## config.mk

```make
export PLATFORM = sky130hd
export DESIGN_NAME = gses_kernel
export DESIGN_NICKNAME = d
export VERILOG_FILES = /design/src/rtl/gses_pkg.sv /design/src/rtl/gses_kernel.sv
export SDC_FILE = /design/constraint.sdc
export NUM_CORES = 1
export LEC_CHECK = 0
export BUFFER_PORTS_ARGS = -buffer_cell sky130_fd_sc_hd__buf_2
export CORE_UTILIZATION = 34
export DETAILED_ROUTE_END_ITERATION = 10
export GPL_TIMING_DRIVEN = 0
export PLACE_DENSITY = 0.51
export REMOVE_ABC_BUFFERS = 1
export SLEW_MARGIN = 20
export SYNTH_ARGS = -nofsm -noshare
export SYNTH_HDL_FRONTEND = slang
export SYNTH_SLANG_ARGS = --single-unit
```

## constraint.sdc

```tcl
create_clock -name clk -period 8.3 [get_ports clk]
set_input_delay 0.83 -clock clk [delete_from_list [all_inputs] [get_ports clk]]
set_output_delay 0.83 -clock clk [all_outputs]
set_load 0.01 [all_outputs]
```

## src/rtl/gses_pkg.sv

```systemverilog
// shared constants, types and helpers for the grayscale sobel edge stream
package gses_pkg;

  // sizes
  localparam int MAX_WIDTH_DEFAULT = 1024;
  localparam int PIX_W             = 8;
  localparam int IMAGE_WIDTH_W     = 11;
  localparam int BAND_HEIGHT_W     = 13;
  localparam int ROW_W             = 12;
  localparam int OUT_COL_W         = 10;
  localparam int GRAD_W            = 11;
  localparam int GRAY_SUM_W        = 16;
  localparam int PADDR_W           = 3;
  localparam int PDATA_W           = 32;
  localparam int S_TDATA_W         = 24;
  localparam int M_TDATA_W         = 32;

  // register reset values and limits
  localparam int IMAGE_WIDTH_RESET = 640;
  localparam int BAND_HEIGHT_RESET = 480;
  localparam int BAND_HEIGHT_MAX   = 4096;
  localparam int DIM_MIN           = 3;

  // luma weights and saturation
  localparam int GRAY_B_COEF = 29;
  localparam int GRAY_G_COEF = 150;
  localparam int GRAY_R_COEF = 77;
  localparam int GRAY_SHIFT  = 8;
  localparam int MAG_MAX     = 255;

  // register select (paddr bit 2)
  localparam logic REG_IMAGE_WIDTH = 1'b0;
  localparam logic REG_BAND_HEIGHT = 1'b1;

  // per-pixel control carried from the front stage to the kernel
  typedef struct packed {
    logic has_result;
    logic last;
  } item_flags_t;

  // absolute value of a gradient
  function automatic logic [GRAD_W-1:0] grad_abs(input logic signed [GRAD_W-1:0] v);
    logic [GRAD_W-1:0] r;
    r = v[GRAD_W-1] ? GRAD_W'(-v) : GRAD_W'(v);
    return r;
  endfunction

endpackage

```

## src/rtl/gses_kernel.sv

```systemverilog
// 3x3 window, sobel magnitude and output register
module gses_kernel #(
  parameter int MAX_WIDTH = gses_pkg::MAX_WIDTH_DEFAULT
) (
  input  logic                              clk,
  input  logic                              rst,
  input  logic                              fire,
  input  logic [gses_pkg::PIX_W-1:0]        gray,
  input  logic [$clog2(MAX_WIDTH)-1:0]      col,
  input  logic [gses_pkg::ROW_W-1:0]        row,
  input  gses_pkg::item_flags_t             flags,
  input  logic [2*gses_pkg::PIX_W-1:0]      line_q,
  input  logic                              m_tready,
  output logic                              m_tvalid,
  output logic [gses_pkg::PIX_W-1:0]        magnitude,
  output logic [gses_pkg::OUT_COL_W-1:0]    out_column,
  output logic [gses_pkg::ROW_W-1:0]        out_row,
  output logic                              band_last
);

  localparam int COL_W = $clog2(MAX_WIDTH);
  localparam int PW    = gses_pkg::PIX_W;
  localparam int GW    = gses_pkg::GRAD_W;

  // window columns c-1 and c-2: top, middle, bottom
  logic [PW-1:0] w1_t, w1_m, w1_b;
  logic [PW-1:0] w2_t, w2_m, w2_b;

  logic [PW-1:0]        tr, mr;
  logic signed [GW-1:0] e_tl, e_ml, e_bl, e_tm, e_bm, e_tr, e_mr, e_br;
  logic signed [GW-1:0] gx, gy;
  logic [GW-1:0]        mag_sum;
  logic [PW-1:0]        mag_sat;
  logic [COL_W-1:0]     cm1;

  assign tr = line_q[2*PW-1:PW];
  assign mr = line_q[PW-1:0];

  // gradients from the window and the incoming column
  always_comb begin
    e_tl = GW'(signed'({1'b0, w2_t}));
    e_ml = GW'(signed'({1'b0, w2_m}));
    e_bl = GW'(signed'({1'b0, w2_b}));
    e_tm = GW'(signed'({1'b0, w1_t}));
    e_bm = GW'(signed'({1'b0, w1_b}));
    e_tr = GW'(signed'({1'b0, tr}));
    e_mr = GW'(signed'({1'b0, mr}));
    e_br = GW'(signed'({1'b0, gray}));
    gx = (e_tr - e_tl) + ((e_mr - e_ml) <<< 1) + (e_br - e_bl);
    gy = (e_bl - e_tl) + ((e_bm - e_tm) <<< 1) + (e_br - e_tr);
    mag_sum = gses_pkg::grad_abs(gx) + gses_pkg::grad_abs(gy);
    mag_sat = (mag_sum > GW'(gses_pkg::MAG_MAX)) ? PW'(gses_pkg::MAG_MAX) : mag_sum[PW-1:0];
    cm1 = col - COL_W'(1);
  end

  // window shift and output beat valid
  always_ff @(posedge clk) begin
    if (rst) begin
      w1_t     <= '0;
      w1_m     <= '0;
      w1_b     <= '0;
      w2_t     <= '0;
      w2_m     <= '0;
      w2_b     <= '0;
      m_tvalid <= 1'b0;
    end else begin
      if (fire) begin
        w2_t <= w1_t;
        w2_m <= w1_m;
        w2_b <= w1_b;
        w1_t <= tr;
        w1_m <= mr;
        w1_b <= gray;
      end
      if (fire && flags.has_result) begin
        m_tvalid <= 1'b1;
      end else if (m_tready) begin
        m_tvalid <= 1'b0;
      end
    end
  end

  // output payload
  always_ff @(posedge clk) begin
    if (fire && flags.has_result) begin
      magnitude  <= mag_sat;
      out_column <= gses_pkg::OUT_COL_W'(cm1);
      out_row    <= row - gses_pkg::ROW_W'(1);
      band_last  <= flags.last;
    end
  end

endmodule

```

; ---- Word level (Yosys, flattened, before mapping)
; Index checks and enable logic that the tools add are counted.
[totals]
reg_bits = 80
inputBits = 52
[op_classes]
addsub = 15
n_lt_le_gt_ge = 1
mux = 4
n_reduce_logical = 2
[op_table]
columns = cell, n
row1 = $sub 8x8->9, 6
row2 = $add 11x9->11, 2
row3 = $add 9x10->11, 2
row4 = $mux 11, 2
row5 = $neg 11->11, 2
row6 = $sub 12x1->12 const B, 1
row7 = $add 11x11->11, 1
row8 = $gt 11x8->1 const B, 1
row9 = $sub 10x1->10 const B, 1
row10 = $mux 1, 2
row11 = $reduce_bool 2->1, 1
row12 = $logic_and 1x1->1, 1

; ---- Longest topological paths before layout
[depth]
ltp_word = 7
ltp_mapped = 32
depth_no_buf = 30

; ---- Least setup slack after synthesis
; OpenSTA, ideal clock, no wires.
[synth_timing]
path_type = in2reg
start = input port line_q[8] in the netlist's numbering
end = register magnitude[3] in the netlist's numbering, data pin
setup_time_ns = 0.270
arrival_time_ns = 6.609
setup_slack_ns = 1.421
cell_stages = 30
path_buffers = 1
cell_sequence = inv_1 ha_1 inv_1 fa_1 nand2_1 nand2_1 a21oi_1 o21bai_1 a21oi_1 o21bai_1 a21oi_1 inv_1 fa_1 inv_1 ha_1 nand2_1 a211o_2 and3_1 or2_2 clkbuf_1 o21ai_0 ha_1 a211oi_1 o21ai_1 a2111oi_2 nor4_1 nor4b_1 nand4_1 mux2i_2 o21ai_1
[synth_between]
elab_chain_cells = 7
elab_cells_between_ends = 11
classes_between = add/sub: 8 / order compare: 1 / mux: 2
[synth_lines]
columns = item, line
row1 = from (decl), gses_kernel.sv:12  ; input logic [2*gses_pkg::PIX_W-1:0] line_q,
row2 = $sub 8x8->9, gses_kernel.sv:49  ; gx = (e_tr - e_tl) + ((e_mr - e_ml) <<< 1) + (e_br - e_bl);
row3 = $add 9x10->11, gses_kernel.sv:49
row4 = $add 11x9->11, gses_kernel.sv:49
row5 = $neg 11->11, gses_pkg.sv:44  ; r = v[GRAD_W-1] ? GRAD_W'(-v) : GRAD_W'(v);
row6 = $mux 11, gses_pkg.sv:44
row7 = $add 11x11->11 (*), gses_kernel.sv:51  ; mag_sum = gses_pkg::grad_abs(gx) + gses_pkg::grad_abs(gy);
row8 = $gt 11x8->1, gses_kernel.sv:52  ; mag_sat = (mag_sum > GW'(gses_pkg::MAG_MAX)) ? PW'(gses_pkg::MAG_MAX) : mag_sum[PW-1:0];
row9 = to (signal assigned), gses_kernel.sv:86  ; magnitude <= mag_sat;
row10 = to (decl), gses_kernel.sv:15  ; output logic [gses_pkg::PIX_W-1:0] magnitude,
; Mark *: on every way between the ends. The rest lies on a longest branch, timed or not.
; A chain may end at the register's enable or synchronous reset.

; ---- Final worst setup path
[layout_timing]
start = input port line_q[8] in the netlist's numbering
end = register magnitude[4] in the netlist's numbering, data pin
; The elaborated chain is that of the path after synthesis.

==> metrics.md <==
| Metric | Value |
|---|---|
| Die H | 148 um |
| NumNets Final | 1052 |
| Post-route ant nets | 0 |
| Max Clk Rate | 130 MHz |
| Hold crit path type | reg2reg |
| Standard-cell row count | 53 |
| Unrepaired setup endpoints after global routing | no |
| Initial antenna violation count | 0 |
| Clk_lat worst skew | 350 ps |
| Area of the multi-input gates | 4810 um2 |
| Critical Path Fanout Max | 7 |
| Clock Pin Slew Worst Setup and Hold Paths | 60 ps |
| Register area | 1910 um2 |
| Detailed-route DRC error count | 0 |
| FF-to-FF path depth | 27 |
| Mapped Area | 7240 um2 |
| Filler Cell Count | 2204 |
| DR WL/cell | 12.8 um |
| CTS Hold Bufs | 0 |
| CTS Root Cell | clkbuf_16 |
| Yosys cell types | 65 |
| Global route overflow | 0 |
| Setup CP Type | in2reg |
| Worst-case clock buffer depth | 2 |
| Vias | 5509 |
| Critical Path End Type | flip-flop |
| Initial core utilization | 34.6% |
| Worst Setup EP | magnitude[4] |
| Area leader, netlist | ha_1 |
| Final period utilization | 92.4% |
| IO buf count | 83 |
| Vias per cell | 4.70 |
| I/O pin count | 84 |
| Worst Max-Slew Pin Slew | 916 ps |
| First-pass DRT Iterations | 4 |
| Register-to-register setup slack | 900 ps |
| Dpl cell area | 7950 um2 |
| Min cycle time layout | 7670 ps |
| Asr flop ratio synth | 0% |
| Area share of the leading cell type in the synthesized netlist | 14.2% |
| CP dominant cell by count | inv_1 |
| CTS sink count | 80 |
| Layout cells sized above 1 | 13.6% |
| Final Instance Area | 8250 um2 |
| Core area | 21000 um2 |
| Post-Syn Instances | 813 |
| Slowest cell delay on critical path | 620 ps |
| Flops & latches, synth | 80 |
| GRT Total Usage | 14.6% |
| YS warnings | 0 |
| Worst r2r src | w2_t[1] |
| CP Launch Point | line_q[8] |
| Routability Congestion | 0.782 |
| Post-Route WL | 14900 um |
| Commonest non-fill, non-tap cell in the layout | inv_1 |
| Final worst slack | 630 ps |
| Layout area overhead | 13.9% |
| Iter 0 DRT Violations | 153 |
| Worst r2r dst | magnitude[4] |
| Die X | 148 um |
| Setup TNS | 0 ps |
| Vias in the first global route | 5344 |
| Slew Viols, Final | 0 |
| # diodes | 0 |
| Final setup viols | 0 |
| Worst setup SP type | input port |
| Slew margin rel. | 39.0% |
| EDFF count, synth | 31 |
| Pre-CTS setup slack | 119 ps |
| Syn avg cell area | 8.91 um2 |
| Slowest CP cell | nor4b_1 |
| Status | completed |
| Clock Skew | 7.85 ps |
| Top cells by area, synth | ha_1, dfxtp_1, edfxtp_1 |
| Core Util, Final | 39.4% |
| Req. time, crit path | 8380 ps |
| Hold Crit Depth | 2 |
| CTS Buf Count | 9 |
| First-pass GRT wire length | 25300 um |
| Post-DP HPWL | 12300 um |
| Max-cap violations | 0 |
| Ys flop type | dfxtp_1 |
| DIE AREA | 21900 um2 |
| Post-CTS Repair Setup Buffers | 0 |
| TritonCTS clock tree | done |
| CP Data Arrival Time | 7750 ps |
| Hold Violations, Final | 0 |
| Seq/Total Area, Yosys | 26.4% |
| Largest net degree at the start of global routing | 50 |
| Most frequent cells in the layout | inv_1, ha_1, buf_2 |
| Htree depth | 3 |
## sequential cells by signal, indices dropped and copies added, names as in the netlist
register and count:
out_row 12, out_column 10, magnitude 8, w1_b 8, w1_m 8, w1_t 8, w2_b 8, w2_m 8
w2_t 8, band_last 1, m_tvalid 1
## synth_stat cells (all sizes together) (3+ instances only)
cell type and n:
a211oi 9, nor3 11, or3 3, fa 27
edfxtp 31, or2 8, o211ai 4, o21a 3
nand2 35, nor2b 11, nand2b 18, a21o 27
o21bai 12, a211o 4, xnor2 48, ha 82
o21ai 28, inv 124, a2111oi 5, nand3 11
and2 3, nor4 7, nor2 78, dfxtp 49
a21oi 44, mux2i 49, xor2 28, clkbuf 14
and3 6
## layout make-up
class / count / share of cell area (%)
Clock buffer: 9 / 2.73
Timing Repair Buffer: 83 / 5.06
Tap cell: 275 / 4.17
Inverter: 124 / 5.64
Sequential cell: 80 / 23.2
Clock inverter: 7 / 0.940
Multi-Input combinational cell: 593 / 58.3
## per-stage QoR
step / hold WS, ps / std cells
2_1_floorplan: 460 / 797
3_3_place_gp: 468 / 1155
3_5_place_dp: 484 / 1155
4_1_cts: 500 / 1171
5_1_grt: 525 / 1171
6_report: 492 / 1171
## logic make-up (layout without fill, tap and decap cells)
family / count (synthesis) / count (layout) / synth area share (%)
mux: 50 / 50 / 6.98
compound gates: 156 / 156 / 15.0
fa+ha+maj: 109 / 109 / 21.6
simple gates: 202 / 202 / 13.4
xor+xnor: 76 / 76 / 9.29
buf+inv: 140 / 223 / 7.27
flops: 80 / 80 / 26.4
## critical path, delay by kind of cell
kind / cells / cell delay [ps]
AO/OA/AOI/OAI: 11 / 2650
adder cells (fa/ha/maj): 5 / 1830
AND/OR/NAND/NOR: 8 / 1670
buffers and inverters: 5 / 390
multiplexers: 1 / 350
## layer usage
layer | wire, um | vias up | global-route usage (%)
met4 | 185 | 0 | 4.48
met3 | 665 | 13 | 2.87
met2 | 6620 | 116 | 24.0
li1 | - | 2935 | -
met5 | 0 | - | 0
met1 | 7470 | 2445 | 19.2
## how the worst min path moves through the flow
| stage | startpoint | endpoint |
|---|---|---|
| after floorplan | w1_m[0] | w1_m[0] |
| after global placement | m_tvalid | m_tvalid |
| after detailed placement | w2_m[6] | w2_m[6] |
| after CTS | w2_m[6] | w2_m[6] |
| after global routing | w1_m[3] | w1_m[3] |
| final | w2_m[6] | w2_m[6] |
## what timing repair did
action / in CTS / in global routing
hold endpoints to repair: 0 / 0
setup endpoints to repair: 0 / 6
gates resized for setup: 0 / 1
Power is not shown: default switching activity piles up to over one toggle a cycle in this logic, so the estimate is an artifact.
