[config.mk]
export PLATFORM = sky130hd
export DESIGN_NAME = gses_front
export DESIGN_NICKNAME = d
export VERILOG_FILES = /design/src/rtl/gses_pkg.sv /design/src/rtl/gses_front.sv
export SDC_FILE = /design/constraint.sdc
export NUM_CORES = 1
export LEC_CHECK = 0
export BUFFER_PORTS_ARGS = -buffer_cell sky130_fd_sc_hd__buf_2
export CAP_MARGIN = 20
export CORE_MARGIN = 2
export CORE_UTILIZATION = 45
export DETAILED_ROUTE_END_ITERATION = 16
export GPL_TIMING_DRIVEN = 0
export PLACE_DENSITY = 0.7
export SLEW_MARGIN = 20
export SYNTH_ARGS = -nofsm -noshare
export SYNTH_HDL_FRONTEND = slang
export SYNTH_SLANG_ARGS = --single-unit
[constraint.sdc]
create_clock -name clk -period 8.96 [get_ports clk]
set_input_delay 0.896 -clock clk [delete_from_list [all_inputs] [get_ports clk]]
set_output_delay 0.896 -clock clk [all_outputs]
set_load 0.03 [all_outputs]
[src/rtl/gses_pkg.sv]
// shared constants, types and helpers for the grayscale sobel edge stream
package gses_pkg;

  // sizes
  localparam int MAX_WIDTH_DEFAULT = 1024;
  localparam int PIX_W             = 8;
  localparam int IMAGE_WIDTH_W     = 11;
  localparam int BAND_HEIGHT_W     = 13;
  localparam int ROW_W             = 12;
  localparam int OUT_COL_W         = 10;
  localparam int GRAD_W            = 11;
  localparam int GRAY_SUM_W        = 16;
  localparam int PADDR_W           = 3;
  localparam int PDATA_W           = 32;
  localparam int S_TDATA_W         = 24;
  localparam int M_TDATA_W         = 32;

  // register reset values and limits
  localparam int IMAGE_WIDTH_RESET = 640;
  localparam int BAND_HEIGHT_RESET = 480;
  localparam int BAND_HEIGHT_MAX   = 4096;
  localparam int DIM_MIN           = 3;

  // luma weights and saturation
  localparam int GRAY_B_COEF = 29;
  localparam int GRAY_G_COEF = 150;
  localparam int GRAY_R_COEF = 77;
  localparam int GRAY_SHIFT  = 8;
  localparam int MAG_MAX     = 255;

  // register select (paddr bit 2)
  localparam logic REG_IMAGE_WIDTH = 1'b0;
  localparam logic REG_BAND_HEIGHT = 1'b1;

  // per-pixel control carried from the front stage to the kernel
  typedef struct packed {
    logic has_result;
    logic last;
  } item_flags_t;

  // absolute value of a gradient
  function automatic logic [GRAD_W-1:0] grad_abs(input logic signed [GRAD_W-1:0] v);
    logic [GRAD_W-1:0] r;
    r = v[GRAD_W-1] ? GRAD_W'(-v) : GRAD_W'(v);
    return r;
  endfunction

endpackage

[src/rtl/gses_front.sv]
// front stage: gray conversion, raster counters and border flags
module gses_front #(
  parameter int MAX_WIDTH = gses_pkg::MAX_WIDTH_DEFAULT
) (
  input  logic                              clk,
  input  logic                              rst,
  input  logic                              accept,
  input  logic                              fire,
  input  logic [gses_pkg::PIX_W-1:0]        blue,
  input  logic [gses_pkg::PIX_W-1:0]        green,
  input  logic [gses_pkg::PIX_W-1:0]        red,
  input  logic                              band_start,
  input  logic [$clog2(MAX_WIDTH)-1:0]      wm1,
  input  logic [gses_pkg::ROW_W-1:0]        hm1,
  output logic [$clog2(MAX_WIDTH)-1:0]      rd_addr,
  output logic                              s1_valid,
  output logic [gses_pkg::PIX_W-1:0]        gray,
  output logic [$clog2(MAX_WIDTH)-1:0]      col,
  output logic [gses_pkg::ROW_W-1:0]        row,
  output gses_pkg::item_flags_t             flags
);

  localparam int COL_W = $clog2(MAX_WIDTH);

  logic [COL_W-1:0]                   column_count;
  logic [gses_pkg::ROW_W-1:0]         row_count;
  logic [COL_W-1:0]                   col_eff;
  logic [gses_pkg::ROW_W-1:0]         row_eff;
  logic [COL_W-1:0]                   column_count_next;
  logic [gses_pkg::ROW_W-1:0]         row_count_next;
  logic [gses_pkg::GRAY_SUM_W-1:0]    gray_sum;
  gses_pkg::item_flags_t              flags_next;

  // position of this pixel, band start restarts the raster
  always_comb begin
    col_eff = band_start ? '0 : column_count;
    row_eff = band_start ? '0 : row_count;
    rd_addr = col_eff;
  end

  // weighted luma sum
  always_comb begin
    gray_sum = gses_pkg::GRAY_SUM_W'(gses_pkg::GRAY_B_COEF) * gses_pkg::GRAY_SUM_W'(blue)
             + gses_pkg::GRAY_SUM_W'(gses_pkg::GRAY_G_COEF) * gses_pkg::GRAY_SUM_W'(green)
             + gses_pkg::GRAY_SUM_W'(gses_pkg::GRAY_R_COEF) * gses_pkg::GRAY_SUM_W'(red);
  end

  // interior test, band end and counter advance
  always_comb begin
    flags_next.has_result = (row_eff >= gses_pkg::ROW_W'(2)) && (row_eff <= hm1)
                          && (col_eff >= COL_W'(2));
    flags_next.last       = (row_eff == hm1) && (col_eff == wm1);
    if (col_eff >= wm1) begin
      column_count_next = '0;
      row_count_next    = (row_eff >= hm1) ? '0 : row_eff + gses_pkg::ROW_W'(1);
    end else begin
      column_count_next = col_eff + COL_W'(1);
      row_count_next    = row_eff;
    end
  end

  // counters and stage valid
  always_ff @(posedge clk) begin
    if (rst) begin
      column_count <= '0;
      row_count    <= '0;
      s1_valid     <= 1'b0;
    end else if (accept) begin
      column_count <= column_count_next;
      row_count    <= row_count_next;
      s1_valid     <= 1'b1;
    end else if (fire) begin
      s1_valid     <= 1'b0;
    end
  end

  // stage payload
  always_ff @(posedge clk) begin
    if (accept) begin
      gray  <= gray_sum[gses_pkg::GRAY_SHIFT +: gses_pkg::PIX_W];
      col   <= col_eff;
      row   <= row_eff;
      flags <= flags_next;
    end
  end

endmodule

# Word-level counts from Yosys, hierarchy flattened
# Index checks and enable logic that the tools add are counted.
# classes
n_addsub,4
mul,3
div_mod_pow,0
n_lt_le_gt_ge,5
eq_ne,2
shift,0
n_mux,7
bitwise,0
n_reduce_logical,4
# ops
cell,n
2-to-1 mux 12 bit,3
multiplier 7 x 8 -> 15 bit (first input constant),2
2-to-1 mux 10 bit,2
adder 13 x 16 -> 16 bit,1
adder 16 x 15 -> 16 bit,1
multiplier 5 x 8 -> 13 bit (first input constant),1
adder 12 x 1 -> 12 bit (second input constant),1
== test 12 bit,1
>= comparator 12 bit,1
>= comparator 12 x 2 -> 1 bit (second input constant),1
<= comparator 12 bit,1
adder 10 x 1 -> 10 bit (second input constant),1
== test 10 bit,1
>= comparator 10 bit,1
>= comparator 10 x 2 -> 1 bit (second input constant),1
logical AND 1 bit,3
2-to-1 mux 1 bit,2
nonzero test 2 bit,1
# totals
reg_bits,55
latchBits,0
ramBits,0
rom_bits,0
input_bits,51
mem_count,0

# Depth between registers and ports, before layout
# depth
ltp_word,4
depth_mapped,23
ltp_nobuf,23

# Worst setup path before layout
# OpenSTA, ideal clock, no wires.
# synth_timing
path_kind,input to register
from,input port green[3] in the netlist's numbering
to,register gray[7] in the netlist's numbering (data pin)
setup_time_ns,0.260
t_arrival_ns,6.370
setup_slack_ns,2.331
cell_stages,22
path_buffers,0
path_cell_list,ha_1 ha_1 ha_1 inv_1 fa_1 inv_1 ha_1 or3_1 nand2_1 fa_1 fa_1 inv_1 fa_1 fa_1 ha_1 a21o_1 nand2_1 o31ai_2 o22a_2 a21o_4 a221oi_2 xnor2_1
# synth_via
elab_chain_cells,3
# synth_lines
element,line_no,text
"start, declared",gses_front.sv:10,"input logic [gses_pkg::PIX_W-1:0] green,"
multiplier 7 x 8 -> 15 bit,gses_front.sv:44,+ gses_pkg::GRAY_SUM_W'(gses_pkg::GRAY_G_COEF) * gses_pkg::GRAY_SUM_W'(green)
adder 13 x 16 -> 16 bit,gses_front.sv:44,
adder 16 x 15 -> 16 bit,gses_front.sv:45,+ gses_pkg::GRAY_SUM_W'(gses_pkg::GRAY_R_COEF) * gses_pkg::GRAY_SUM_W'(red);
net gray_sum (one bit),gses_front.sv:31,logic [gses_pkg::GRAY_SUM_W-1:0] gray_sum;
"end signal, assigned",gses_front.sv:80,gray <= gray_sum[gses_pkg::GRAY_SHIFT +: gses_pkg::PIX_W];
"end, declared",gses_front.sv:17,"output logic [gses_pkg::PIX_W-1:0] gray,"
# The timed path passes the listed nets, and every way through them passes these cells.
# A chain may end at the register's enable or synchronous reset.

# Worst setup path after layout
# layout_timing
from,input port green[3] in the netlist's numbering
to,register gray[5] in the netlist's numbering (data pin)
# Same word-level chain as after synthesis.

==> impl_metrics.py <==
metrics = {
    "outcome": {
        "status": "completed",
    },
    "worst_hold_path": {
        "min-delay-path-class": "flop to flop",
        "min-delay-start": "row_count[10]",
        "hold_path_end": "row_count[10]",
        "whs_path_depth": 2,
    },
    "synthesis": {
        "async_reset_ff_share_pct": 0,
        "syn_area_mm2": 0.00618,
        "synth_common_cells": "117 x inv_1, 116 x ha_1, 56 x fa_1",
        "syn_inst": 618,
        "synth_edf_count": 32,
        "ys_warn_count": 0,
        "synth_most_common_cell": "inv_1",
        "synth-seq-cells": 55,
        "synth_top_cell_area_share_pct": 23.5,
        "seq_area_frac_synth_pct": 23.0,
        "synth_area_leaders": "ha_1 24%, fa_1 18%, edfxtp_1 16%",
        "yosysTopAreaCell": "ha_1",
        "synth-main-ff-cell": "edfxtp_1",
        "syn_nets": 841,
        "ys_types": 63,
        "avgSynthCellArea_um2": 9.99,
    },
    "clock_network": {
        "cts_tree": "built",
        "clkTransAtPathRegs_ns": 0.07,
        "postCtsSetupBuffers": 0,
        "cts_root_buf": "clkbuf_16",
        "clock_latency_ns": 0.30,
        "cts_hold_buf": 0,
        "numCtsBuffers": 5,
        "clkSinkCount": 55,
        "cts-resized-gates": 0,
        "ctsLongestPathBuffers": 2,
        "cts_max_level": 2,
    },
    "setup_path": {
        "endpoint_kind": "flop",
        "critPathLaunchType": "input port",
        "cpMaxStageDelayCell": "fa_1",
        "crit_path_cell_trace": "buf_2, ha_1, ha_1, ha_1, inv_1, fa_1, inv_1, ha_1, or3_1, nand2_1, fa_1, fa_1, inv_1, fa_1, fa_1, ha_1, a21o_1, nand2_1, o31ai_2, o22a_2, a21o_4, and3_1, a211oi_1",
        "path_class": "input port to flop",
        "r2r_slack_ns": 6.03,
        "r2r_end": "column_count[5]",
        "slowest_delay_ns": 0.52,
        "timing.rr.start": "column_count[3]",
        "required_ns": 9.08,
        "cp_num_buf_inv": 4,
        "crit_family": "adder cells",
        "r2r.worst_path.cells": 10,
        "crit_arrival_ns": 6.86,
        "crit_path_max_fanout": 5,
    },
    "route": {
        "drt_iter0_drc": 190,
        "wire_per_inst_um": 14.5,
        "wirelength_um": 13000,
        "num_vias": 4711,
        "postRouteAntennaNets": 0,
        "dr.pass1.iters": 4,
        "viasPerCell": 5.27,
        "drc": 0,
    },
    "timing": {
        "slew_headroom_pct": 45.8,
        "period_minus_slack_ns": 6.74,
        "drv_slew": 0,
        "clock.fmax_ghz": 0.148,
        "period_share_pct": 75.2,
        "tns_ns": 0,
        "post-route-worst-setup-slack_ns": 2.22,
        "worst_pin_slew_ns": 0.814,
        "hold_viol_final": 0,
        "fin_skew_ns": 0.00382,
        "rsz0062_at_grt": "false",
        "setup-violations-final": 0,
    },
    "grt": {
        "grt_pass1_wl_um": 21600,
        "top_usage_layer": "met2",
        "grt_pass1_vias": 4829,
        "met3_usage_pct": 1.79,
        "gr-total-overflow": 0,
        "met1_usage_pct": 21.7,
        "gr-usage-met2_pct": 34.3,
        "antenna_found_initial": 0,
        "grt_max_degree": 36,
        "grtUsageTotal_pct": 18.2,
    },
    "placement": {
        "globalplace.congestion": 0.883,
        "hpwl_um": 10900,
        "io_buffer_count": 92,
        "dp_slack_ns": 1.88,
    },
    "finish": {
        "area_delta_synth_final_pct": 13.4,
        "fin_nets": 940,
        "antenna_cells": 0,
        "drive_gt1_share_pct": 16.2,
    },
    "power_and_ir_drop": {
        "p_sw_uw": 1040,
        "p_clk_share_pct": 8.6,
        "p_leak_uw": 0.00352,
        "combPwrFrac_pct": 74.6,
        "p_sw_share_pct": 45.5,
        "power_density_mw_per_mm2": 327,
        "power.internal_uw": 1250,
        "seqPwrFrac_pct": 16.8,
        "vdd_drop_max_mv": 0.231,
    },
    "floorplanning": {
        "core_area_mm2": 0.0133,
        "io_pins": 94,
        "die-height_um": 121,
        "die_area_mm2": 0.0147,
        "die_w_um": 121,
        "fp-row-count": 42,
        "start_util_pct": 46.3,
    },
    "flow_run": {
        "max_cap_violations": 0,
    },
}
## layer usage
| metal | wire length [µm] | part of all wire (%) |
|---|---|---|
| met1 | 5490 | 42 |
| met2 | 6700 | 52 |
| met3 | 572 | 4.4 |
| met4 | 200 | 1.5 |
| met5 | 0 | 0 |
## worst max-delay path by stage
stage	from	end	slack, ns	cells past startpoint
finish	green[3]	gray[5]	2.22	23
global route	green[3]	gray[5]	1.99	23
floorplan	green[3]	gray[7]	2.33	22
global placement	green[4]	gray[7]	1.96	22
detailed placement	green[3]	gray[7]	1.88	23
CTS	green[3]	gray[5]	2.20	23
## kinds of logic after synthesis
family	Yosys count	synth area share (%)
AOI/OAI and AO/OA	97	11.6
xor gates and xnor gates	17	2.41
adders and majority gates	172	41.7
buffers and inverters	128	7.82
DFF	55	23.0
muxes	5	0.831
and+or+nand+nor	144	12.7
## cell usage in the layout, fill, tap and decap left out, types with 10 or more instances in the layout
master    synthesis  layout
dfxtp_1          23      23
edfxtp_1         32      32
nor2b_1          23      23
inv_1           117     117
ha_1            116     116
buf_2             2      94
nor2_1           31      31
o21ai_0          12      12
xnor2_1          12      12
nand2_1          18      18
a21o_1           10      10
nand3_1          12      12
a21oi_1          22      22
fa_1             56      56
nor3_1           11      11
## power groups by stage
stage | clock network [µW] | registers, µW | logic, µW
final | 197 | 384 | 1710
after floorplan | 0 | 442 | 1310
after detailed placement | 0 | 391 | 1720
after global placement | 0 | 391 | 1650
after global routing | 209 | 387 | 1950
after CTS | 201 | 385 | 1730
## area by class of cell
| cell class | count | area, µm² |
|---|---|---|
| buffer | 11 | 43.8 |
| clock buffer | 6 | 129 |
| clock inverter | 2 | 15.0 |
| fill | 1220 | 6350 |
| inverter | 117 | 439 |
| multi-input combinational | 435 | 4270 |
| sequential | 55 | 1420 |
| tap | 176 | 220 |
| timing repair buffer | 92 | 460 |
## sequential cells by signal, indices dropped and copies added, names as in the netlist
name / cells
gray: 8
col: 10
flags: 2
row: 12
row_count: 12
column_count: 10
s1_valid: 1
## worst reg2reg max path, cell delays in order, from the launching register on
cell and delay, ns:
dfxtp_1 0.38, nor2b_1 0.43, ha_1 0.34, a21o_1 0.16
a21o_1 0.20, a221oi_4 0.35, o21ai_2 0.20, clkbuf_1 0.30
a211oi_1 0.31, a21oi_1 0.07, nor2_1 0.12
## per-stage QoR
stage | hold WS (ns) | utilization (%) | cell area, µm² | instances | total power (µW)
2_1_floorplan | 0.436 | - | 6180 | 618 | 1750
3_3_place_gp | 0.446 | 51.4 | 6860 | 886 | 2040
3_5_place_dp | 0.457 | 51.4 | 6860 | 886 | 2110
4_1_cts | 0.467 | 52.4 | 7000 | 894 | 2320
5_1_grt | 0.495 | 52.4 | 7000 | 894 | 2550
6_report | 0.460 | 52.4 | 7000 | 894 | 2290
(Power assumes the default switching activity.)
